File: src/design/rgsi_pkg.sv
// shared types and constants for the rtp gap silence inserter
`default_nettype none

package rgsi_pkg;

  // playout buffer depth in blocks
  localparam int unsigned BUFFER_BLOCKS = 32;

  // widths of the result and register fields
  localparam int unsigned OCC_W  = 6;
  localparam int unsigned SEQ_W  = 16;
  localparam int unsigned TS_W   = 32;
  localparam int unsigned FL_W   = 4;
  localparam int unsigned PRE_W  = 6;
  localparam int unsigned DATA_W = 6;

  // silence run counter, saturates well above any run that can fit
  localparam int unsigned SIL_W = 7;

  typedef enum logic [1:0] {
    OP_PACKET = 2'd0,
    OP_TIMER  = 2'd1,
    OP_SINK   = 2'd2
  } opcode_t;

  typedef enum logic [2:0] {
    ACT_PACKET  = 3'd0,
    ACT_SILENCE = 3'd1,
    ACT_DISCARD = 3'd2,
    ACT_PLAY    = 3'd3,
    ACT_NONE    = 3'd4
  } action_t;

  typedef enum logic {
    REG_FRAGMENT_LOG2  = 1'b0,
    REG_PREFILL_BLOCKS = 1'b1
  } reg_index_t;

  // controller to datapath
  typedef struct packed {
    logic latch_in;
    logic phase;
    logic classify;
    logic emit;
  } cmd_t;

  // datapath to controller
  typedef struct packed {
    logic out_free;
    logic emit_last;
  } status_t;

endpackage

`default_nettype wire

File: src/design/rgsi_ctrl.sv
// controller state machine of the rtp gap silence inserter
`default_nettype none

module rgsi_ctrl (
  input  wire logic             clk,
  input  wire logic             rst,
  input  wire logic             in_valid,
  output logic                  in_ready,
  input  rgsi_pkg::status_t     status,
  output rgsi_pkg::cmd_t        cmd
);

  typedef enum logic [3:0] {
    ST_IDLE     = 4'b0001,
    ST_PHASE    = 4'b0010,
    ST_CLASSIFY = 4'b0100,
    ST_RUN      = 4'b1000
  } state_t;

  state_t state;
  state_t state_next;

  always_ff @(posedge clk) begin
    if (rst) begin
      state <= ST_IDLE;
    end else begin
      state <= state_next;
    end
  end

  always_comb begin
    state_next   = state;
    cmd          = '0;
    in_ready     = 1'b0;
    case (state)
      ST_IDLE: begin
        in_ready = 1'b1;
        if (in_valid) begin
          cmd.latch_in = 1'b1;
          state_next   = ST_PHASE;
        end
      end
      ST_PHASE: begin
        cmd.phase  = 1'b1;
        state_next = ST_CLASSIFY;
      end
      ST_CLASSIFY: begin
        cmd.classify = 1'b1;
        state_next   = ST_RUN;
      end
      ST_RUN: begin
        if (status.out_free) begin
          cmd.emit = 1'b1;
          if (status.emit_last) begin
            state_next = ST_IDLE;
          end
        end
      end
      default: begin
        state_next = ST_IDLE;
      end
    endcase
  end

endmodule

`default_nettype wire

File: src/design/rgsi_datapath.sv
// datapath of the rtp gap silence inserter: state, gap arithmetic, result register
`default_nettype none

module rgsi_datapath (
  input  wire logic                          clk,
  input  wire logic                          rst,
  input  rgsi_pkg::cmd_t                     cmd,
  output rgsi_pkg::status_t                  status,
  input  wire logic                          cfg_wr_en,
  input  wire logic                          cfg_index,
  input  wire logic [rgsi_pkg::DATA_W-1:0]   cfg_data,
  input  wire logic [1:0]                    opcode,
  input  wire logic [rgsi_pkg::SEQ_W-1:0]    seq_number,
  input  wire logic [rgsi_pkg::TS_W-1:0]     rtp_timestamp,
  output logic                               out_valid,
  input  wire logic                          out_ready,
  output logic [2:0]                         action,
  output logic [rgsi_pkg::SEQ_W-1:0]         lost_now,
  output logic [rgsi_pkg::OCC_W-1:0]         occupancy,
  output logic                               buffer_full,
  output logic                               last
);

  localparam logic [rgsi_pkg::OCC_W-1:0] BUF =
    rgsi_pkg::OCC_W'(rgsi_pkg::BUFFER_BLOCKS);
  localparam logic [rgsi_pkg::SIL_W-1:0] SIL_MAX = '1;

  // configuration
  logic [rgsi_pkg::FL_W-1:0]  frag_log2;
  logic [rgsi_pkg::PRE_W-1:0] prefill;

  // event and kept state
  logic [1:0]                 op;
  logic [rgsi_pkg::SEQ_W-1:0] seq;
  logic [rgsi_pkg::TS_W-1:0]  ts;
  logic [rgsi_pkg::SEQ_W-1:0] prev_seq;
  logic [rgsi_pkg::TS_W-1:0]  prev_ts;
  logic                       steady;
  logic [rgsi_pkg::OCC_W-1:0] count;

  // per event working values
  logic [rgsi_pkg::SEQ_W-1:0] gap;
  logic [rgsi_pkg::TS_W-1:0]  expect_ts;
  logic [rgsi_pkg::SEQ_W-1:0] lost;
  logic [rgsi_pkg::SIL_W-1:0] sil_cnt;
  rgsi_pkg::action_t          fin;

  // phase step logic
  logic [rgsi_pkg::OCC_W-1:0] thr;
  logic [rgsi_pkg::SEQ_W-1:0] gap_next;
  logic [rgsi_pkg::SEQ_W:0]   kk;
  logic [rgsi_pkg::TS_W-1:0]  step;
  logic [rgsi_pkg::TS_W-1:0]  frag;

  // classify logic
  logic [rgsi_pkg::TS_W-1:0]  dt;
  logic [rgsi_pkg::TS_W-1:0]  dt_blocks;
  logic [rgsi_pkg::SIL_W:0]   sil_sum;
  logic                       sil_big;
  logic [rgsi_pkg::SIL_W-1:0] sil_sat;
  logic [rgsi_pkg::SIL_W-1:0] c_sil;
  rgsi_pkg::action_t          c_fin;
  logic [rgsi_pkg::SEQ_W-1:0] c_lost;

  // result logic
  logic                       store_ok;
  logic                       e_store;
  logic                       e_last;
  rgsi_pkg::action_t          e_act;
  logic [rgsi_pkg::OCC_W-1:0] e_count;

  assign frag     = rgsi_pkg::TS_W'(1) << frag_log2;
  assign thr      = (rgsi_pkg::OCC_W'(prefill) > BUF) ? BUF : rgsi_pkg::OCC_W'(prefill);
  assign gap_next = seq - prev_seq - rgsi_pkg::SEQ_W'(1);
  assign kk       = {1'b0, gap_next} + (rgsi_pkg::SEQ_W+1)'(1);
  assign step     = rgsi_pkg::TS_W'(kk) << frag_log2;

  assign dt        = ts - expect_ts;
  assign dt_blocks = dt >> frag_log2;
  assign sil_sum   = (rgsi_pkg::SIL_W+1)'(dt_blocks[rgsi_pkg::SIL_W-1:0])
                   + (rgsi_pkg::SIL_W+1)'(gap[rgsi_pkg::SIL_W-1:0]);
  assign sil_big   = (|dt_blocks[rgsi_pkg::TS_W-1:rgsi_pkg::SIL_W])
                   | (|gap[rgsi_pkg::SEQ_W-1:rgsi_pkg::SIL_W])
                   | sil_sum[rgsi_pkg::SIL_W];
  assign sil_sat   = sil_big ? SIL_MAX : sil_sum[rgsi_pkg::SIL_W-1:0];

  always_comb begin
    c_sil  = '0;
    c_lost = '0;
    c_fin  = rgsi_pkg::ACT_NONE;
    case (op)
      rgsi_pkg::OP_PACKET: begin
        if (!steady) begin
          c_fin = rgsi_pkg::ACT_PACKET;
        end else if (gap[rgsi_pkg::SEQ_W-1]) begin
          c_fin = rgsi_pkg::ACT_DISCARD;
        end else begin
          c_lost = gap;
          if (dt[rgsi_pkg::TS_W-1]) begin
            c_fin = rgsi_pkg::ACT_DISCARD;
          end else begin
            c_fin = rgsi_pkg::ACT_PACKET;
            c_sil = sil_sat;
          end
        end
      end
      rgsi_pkg::OP_TIMER: begin
        if (steady) begin
          c_fin = rgsi_pkg::ACT_SILENCE;
        end
      end
      rgsi_pkg::OP_SINK: begin
        if (steady && (count != '0)) begin
          c_fin = rgsi_pkg::ACT_PLAY;
        end
      end
      default: begin
        c_fin = rgsi_pkg::ACT_NONE;
      end
    endcase
  end

  // next result
  assign store_ok = count < BUF;

  always_comb begin
    if (sil_cnt != '0) begin
      e_act   = rgsi_pkg::ACT_SILENCE;
      e_store = 1'b1;
      e_last  = !store_ok;
    end else begin
      e_act   = fin;
      e_store = (fin == rgsi_pkg::ACT_PACKET) || (fin == rgsi_pkg::ACT_SILENCE);
      e_last  = 1'b1;
    end
    if (e_store && store_ok) begin
      e_count = count + rgsi_pkg::OCC_W'(1);
    end else if (e_act == rgsi_pkg::ACT_PLAY) begin
      e_count = count - rgsi_pkg::OCC_W'(1);
    end else begin
      e_count = count;
    end
  end

  assign status.out_free  = !out_valid || out_ready;
  assign status.emit_last = e_last;

  // configuration and control state
  always_ff @(posedge clk) begin
    if (rst) begin
      frag_log2 <= rgsi_pkg::FL_W'(8);
      prefill   <= rgsi_pkg::PRE_W'(4);
      prev_seq  <= '0;
      prev_ts   <= '0;
      steady    <= 1'b0;
      count     <= '0;
      out_valid <= 1'b0;
    end else begin
      if (cfg_wr_en) begin
        case (cfg_index)
          rgsi_pkg::REG_FRAGMENT_LOG2:  frag_log2 <= cfg_data[rgsi_pkg::FL_W-1:0];
          rgsi_pkg::REG_PREFILL_BLOCKS: prefill   <= cfg_data[rgsi_pkg::PRE_W-1:0];
          default: begin
          end
        endcase
      end
      if (cmd.phase && (count >= thr)) begin
        steady <= 1'b1;
      end
      if (cmd.classify && (op == rgsi_pkg::OP_PACKET)) begin
        prev_seq <= seq;
        prev_ts  <= ts;
      end
      if (cmd.emit) begin
        count <= e_count;
        if ((sil_cnt == '0) && (fin == rgsi_pkg::ACT_SILENCE) && store_ok) begin
          prev_ts <= prev_ts + frag;
        end
        out_valid <= 1'b1;
      end else if (out_ready) begin
        out_valid <= 1'b0;
      end
    end
  end

  // payload registers
  always_ff @(posedge clk) begin
    if (cmd.latch_in) begin
      op  <= opcode;
      seq <= seq_number;
      ts  <= rtp_timestamp;
    end
    if (cmd.phase) begin
      gap       <= gap_next;
      expect_ts <= prev_ts + step;
    end
    if (cmd.classify) begin
      fin     <= c_fin;
      sil_cnt <= c_sil;
      lost    <= c_lost;
    end else if (cmd.emit && (sil_cnt != '0) && store_ok) begin
      sil_cnt <= sil_cnt - rgsi_pkg::SIL_W'(1);
    end
    if (cmd.emit) begin
      action      <= e_act;
      lost_now    <= lost;
      occupancy   <= e_count;
      buffer_full <= e_store && !store_ok;
      last        <= e_last;
    end
  end

endmodule

`default_nettype wire

File: src/design/rtp_gap_silence_inserter_core.sv
// top level of the rtp gap silence inserter: controller plus datapath
`default_nettype none

// Playout controller for received rtp audio. Each input transfer is one event
// (packet received, playout timer expired, sink ready) and gives a run of one
// or more result transfers: store packet, store silence, discard, play or none,
// with last set on the final one. In steady phase sequence gaps and timestamp
// gaps become silence blocks ahead of the packet; a store into a full buffer is
// reported with buffer_full set and ends the run. An event passes through
// capture, phase check with sequence gap, and timestamp gap and run length,
// after which the run state gives its results in turn; the result register
// is the pacing unit, and a stalled output holds the run. Configuration
// writes land at once and are meant for when no event is in flight.

module rtp_gap_silence_inserter_core (
  input  wire logic                          clk,
  input  wire logic                          rst,
  // configuration
  input  wire logic                          cfg_wr_en,
  input  wire logic                          cfg_index,
  input  wire logic [rgsi_pkg::DATA_W-1:0]   cfg_data,
  // event input
  input  wire logic                          in_valid,
  output logic                               in_ready,
  input  wire logic [1:0]                    opcode,
  input  wire logic [rgsi_pkg::SEQ_W-1:0]    seq_number,
  input  wire logic [rgsi_pkg::TS_W-1:0]     rtp_timestamp,
  // result output
  output logic                               out_valid,
  input  wire logic                          out_ready,
  output logic [2:0]                         action,
  output logic [rgsi_pkg::SEQ_W-1:0]         lost_now,
  output logic [rgsi_pkg::OCC_W-1:0]         occupancy,
  output logic                               buffer_full,
  output logic                               last
);

  rgsi_pkg::cmd_t    cmd;
  rgsi_pkg::status_t status;

  // sequencing of each event
  rgsi_ctrl u_ctrl (
    .clk      (clk),
    .rst      (rst),
    .in_valid (in_valid),
    .in_ready (in_ready),
    .status   (status),
    .cmd      (cmd)
  );

  // kept state, gap arithmetic and the result register
  rgsi_datapath u_datapath (
    .clk           (clk),
    .rst           (rst),
    .cmd           (cmd),
    .status        (status),
    .cfg_wr_en     (cfg_wr_en),
    .cfg_index     (cfg_index),
    .cfg_data      (cfg_data),
    .opcode        (opcode),
    .seq_number    (seq_number),
    .rtp_timestamp (rtp_timestamp),
    .out_valid     (out_valid),
    .out_ready     (out_ready),
    .action        (action),
    .lost_now      (lost_now),
    .occupancy     (occupancy),
    .buffer_full   (buffer_full),
    .last          (last)
  );

  // occupancy never runs past the buffer depth
  a_occ_bound: assert property (@(posedge clk) disable iff (rst)
    out_valid |-> (occupancy <= rgsi_pkg::OCC_W'(rgsi_pkg::BUFFER_BLOCKS)))
    else $error("occupancy above buffer depth");

  // a failed store always closes the run
  a_full_last: assert property (@(posedge clk) disable iff (rst)
    (out_valid && buffer_full) |-> last)
    else $error("full store not marked last");

  // no new event is taken while a run is still being produced
  a_no_overlap: assert property (@(posedge clk) disable iff (rst)
    (in_valid && in_ready) |=> !in_ready)
    else $error("event taken back to back");

  // only stores can report a full buffer
  a_full_store: assert property (@(posedge clk) disable iff (rst)
    (out_valid && buffer_full) |->
      ((action == rgsi_pkg::ACT_PACKET) || (action == rgsi_pkg::ACT_SILENCE)))
    else $error("full flag on a non-store result");

endmodule

`default_nettype wire

File: config.mk
export PLATFORM = sky130hd
export DESIGN_NAME = rtp_gap_silence_inserter_core
export DESIGN_NICKNAME = d
export VERILOG_FILES = /design/src/design/rgsi_pkg.sv /design/src/design/rgsi_ctrl.sv /design/src/design/rgsi_datapath.sv /design/src/design/rtp_gap_silence_inserter_core.sv
export SDC_FILE = /design/constraint.sdc
export NUM_CORES = 1
export LEC_CHECK = 0
export ABC_AREA = 1
export BUFFER_PORTS_ARGS = -buffer_cell sky130_fd_sc_hd__buf_2
export CAP_MARGIN = 20
export CORE_MARGIN = 3
export CORE_UTILIZATION = 30
export DETAILED_ROUTE_END_ITERATION = 16
export GPL_ROUTABILITY_DRIVEN = 0
export PLACE_DENSITY = 0.56
export SYNTH_ARGS = -nofsm -noshare
export SYNTH_HDL_FRONTEND = slang
export SYNTH_HIERARCHICAL = 1
export SYNTH_SLANG_ARGS = --single-unit
export TNS_END_PERCENT = 5
File: constraint.sdc
create_clock -name clk -period 6.2 [get_ports clk]
set_input_delay 0.62 -clock clk [delete_from_list [all_inputs] [get_ports clk]]
set_output_delay 0.62 -clock clk [all_outputs]
set_load 0.01 [all_outputs]
==> flow_metrics.env <==
export IMPL_outcome="complete, no violations"
export IMPL_fmax_ghz=0.1886
export IMPL_power_per_cell_area_nw_per_um2=226.5
export IMPL_antenna_found_initial=1
export IMPL_grt_setup_unrepaired="false"
export IMPL_dpl_hpwl_um=41780
export IMPL_final_common_cell="nand2_1"
export IMPL_min_path_cells=1
export IMPL_p_leak_nw=9.138
export IMPL_track_usage=0.1733
export IMPL_critical_path_arrival_ps=5630
export IMPL_fin_util=0.3452
export IMPL_drtIter0Drc=1327
export IMPL_drive_above_1_share=0.07948
export IMPL_netSwitchingPower_mw=1.425
export IMPL_final_max_slew_viol_count=0
export IMPL_cts_sinks=219
export IMPL_grt_pass1_vias=15155
export IMPL_crit_path_max_fanout=5
export IMPL_routed_via_density=4.944
export IMPL_clk_path_buf_depth=3
export IMPL_synth_ff_type="edfxtp_1"
export IMPL_peakVddDrop_mv=0.1985
export IMPL_overflow=0
export IMPL_slew_headroom=0.3049
export IMPL_cts_buffers=28
export IMPL_yosysTopAreaCell="edfxtp_1"
export IMPL_grt_pass1_wl_um=82230
export IMPL_clkTransAtPathRegs_ps=60
export IMPL_ys_seq_area_frac=0.3473
export IMPL_final_cell_mix="nand2_1, inv_1, nand3_1"
export IMPL_core_um2=55420
export IMPL_hold_violations=0
export IMPL_hold_slack_ps=209.9
export IMPL_r2r_start="u_datapath/seq[2]"
export IMPL_postCtsResizedCells=0
export IMPL_drtPass1Iterations=6
export IMPL_seq_power_share=0.384
export IMPL_p_int_mw=2.908
export IMPL_drv_cap=0
export IMPL_drt_total_wl_um=52820
export IMPL_cts_setup_buffers=0
export IMPL_worstHoldPathType="in2reg"
export IMPL_clk_latency_ps=590
export IMPL_cp_required_ps=6530
export IMPL_grt_max_degree=50
export IMPL_skew_ps=23.59
export IMPL_drc_errors=0
export IMPL_syn_area_um2=16920
export IMPL_start_util=0.3053
export IMPL_max_slew_worst_pin_slew_ps=1043
export IMPL_syn_instance_count=2433
export IMPL_netSwitchingFraction=0.3289
export IMPL_async_reset_ff_frac=0
export IMPL_die_area_um2=59280
export IMPL_ys_seq_elements=219
export IMPL_regArea_um2=5876
export IMPL_die_w_um=243.5
export IMPL_final_setup_tns_ps=0
export IMPL_final_cells=3277
export IMPL_nets=2685
export IMPL_synth_edff_count=149
export IMPL_min_period_over_period=0.8554
export IMPL_hold_buffers=0
export IMPL_cp_start_kind="flip-flop"
export IMPL_wl_per_cell_um=16.12
export IMPL_syn2layout_area_growth_pct=13.06
export IMPL_avgSynthCellArea_um2=6.953
export IMPL_yosysUniqueCellTypes=53
export IMPL_crit_start="u_datapath/seq[2]"
export IMPL_synthTopCellsByArea="edfxtp_1, nand2_1, inv_1"
export IMPL_row_count=86
export IMPL_fp_dieH_um=243.5
export IMPL_min_from="seq_number[11]"
export IMPL_endpoint_kind="flip-flop"
export IMPL_setup_viol=0
export IMPL_root_buffer="clkbuf_16"
export IMPL_synthesis_nets=2611
export IMPL_n_fill_cell=5938
export IMPL_synth_top_cell_area_share=0.2645
export IMPL_via_count=16203
export IMPL_total_power_mw=4.333
export IMPL_h_tree_depth=1
export IMPL_dp_cells=3225
export IMPL_crit_type="reg2reg"
export IMPL_multi_input_comb_area_um2=9346
export IMPL_cts_tree="yes"
export IMPL_port_buffers=89
export IMPL_clock_power_share=0.380
export IMPL_share_comb_of_total_power=0.237
export IMPL_diodes=0
export IMPL_ys_warn_count=6
export IMPL_reg2reg_depth=25
export IMPL_period_needed_ps=5303
export IMPL_ant_nets=0
export IMPL_ioPinCount=91
==> cell usage after synthesis, types with 3 or more instances <==
cell type / number
nand3b_1: 5
nor2_2: 11
o21a_1: 13
o211ai_1: 6
a211oi_1: 4
buf_1: 12
nand2_2: 10
o21ai_1: 16
clkbuf_1: 37
or2_2: 6
inv_1: 380
nand3_2: 3
edfxtp_1: 149
nand3_1: 250
xor2_1: 41
nand4_1: 33
o31ai_1: 3
fa_1: 5
nor2_1: 190
dfxtp_1: 70
ha_1: 111
nor3_1: 29
buf_4: 4
o21bai_1: 5
buf_2: 10
a21oi_1: 141
o21ai_0: 136
a221oi_1: 3
a21boi_0: 3
a31oi_1: 19
nor4_1: 7
xnor2_1: 24
o221ai_1: 3
nor2_4: 3
a21o_1: 5
nand2_1: 660
==> power by group through the flow <==
stage               clock network [mW]  logic (mW)  registers [mW]
finish                            1.65        1.02            1.66
global route                      1.76        1.15            1.66
CTS                               1.70        1.02            1.66
detailed placement                   0        1.01            1.69
global placement                     0        1.01            1.69
floorplan                            0       0.737            1.67
==> per-stage QoR <==
step / area [um2] / setup WS, ps
6_report: 19130 / 896.6
5_1_grt: 19130 / 303.8
4_1_cts: 19130 / 965.8
3_5_place_dp: 18180 / 992.8
3_3_place_gp: 18180 / 1137
2_1_floorplan: 16920 / 1771
==> worst paths after layout <==
path | endpoint | slack [ps]
worst max-delay path | u_datapath/expect_ts[26] | 900
worst min-delay path | u_datapath/seq[11] | 210
worst max register to register | u_datapath/expect_ts[26] | 900
worst min register to register | u_datapath/lost_now[2] | 420
==> cell type report <==
cell class	instances	area share
Multi-Input combinational cell	1767	0.4887
Sequential cell	219	0.3072
Inverter	384	0.07536
Tap cell	748	0.04893
Clock buffer	34	0.03938
Timing Repair Buffer	107	0.03035
Clock inverter	18	0.01014
==> cells by family after synthesis <==
group	Yosys count	synth area share
xor gates and xnor gates	70	0.03979
and+or+nand+nor	1214	0.3054
adders and majority gates	116	0.08801
buffers and inverters	447	0.1008
DFF	219	0.3473
other	1	0.0002217
AOI/OAI and AO/OA	366	0.1185
==> per-layer routing <==
layer / part of all wire / global-route usage / routed length, um / up-vias
met5: 0 / 0 / 0 / -
met4: 0.038 / 0.06854 / 1983 / 0
met3: 0.066 / 0.02080 / 3494 / 102
met2: 0.45 / 0.2848 / 23970 / 500
met1: 0.44 / 0.2321 / 23370 / 7468
li1: - / - / - / 8133
==> critical path, stage by stage, from the launching register on <==
cell	delay, ps
edfxtp_1	400
ha_1	390
a21oi_1	200
nand2_2	130
xor2_1	370
nand2_1	200
nor2_2	190
nand2_2	110
nand2_1	110
o21ai_0	110
nand2_1	80
o21ai_0	120
o21ai_0	290
nor2_1	70
ha_1	360
nand2_1	90
o21ai_0	200
nor2_1	100
o21ai_1	200
a21boi_0	180
o21ai_1	350
a21oi_1	220
o31ai_1	340
nand2_1	120
nand3_1	80
nand2_1	50
==> flip-flops by register name, summed over array words and instances (netlist names), 15 cells and up <==
| signal | count |
|---|---|
| u_datapath/lost | 15 |
| u_datapath/prev_seq | 16 |
| u_datapath/expect_ts | 32 |
| u_datapath/seq | 16 |
| u_datapath/prev_ts | 32 |
| u_datapath/lost_now | 15 |
| u_datapath/ts | 32 |
| u_datapath/gap | 16 |
Power figures use the tool's default switching activity.
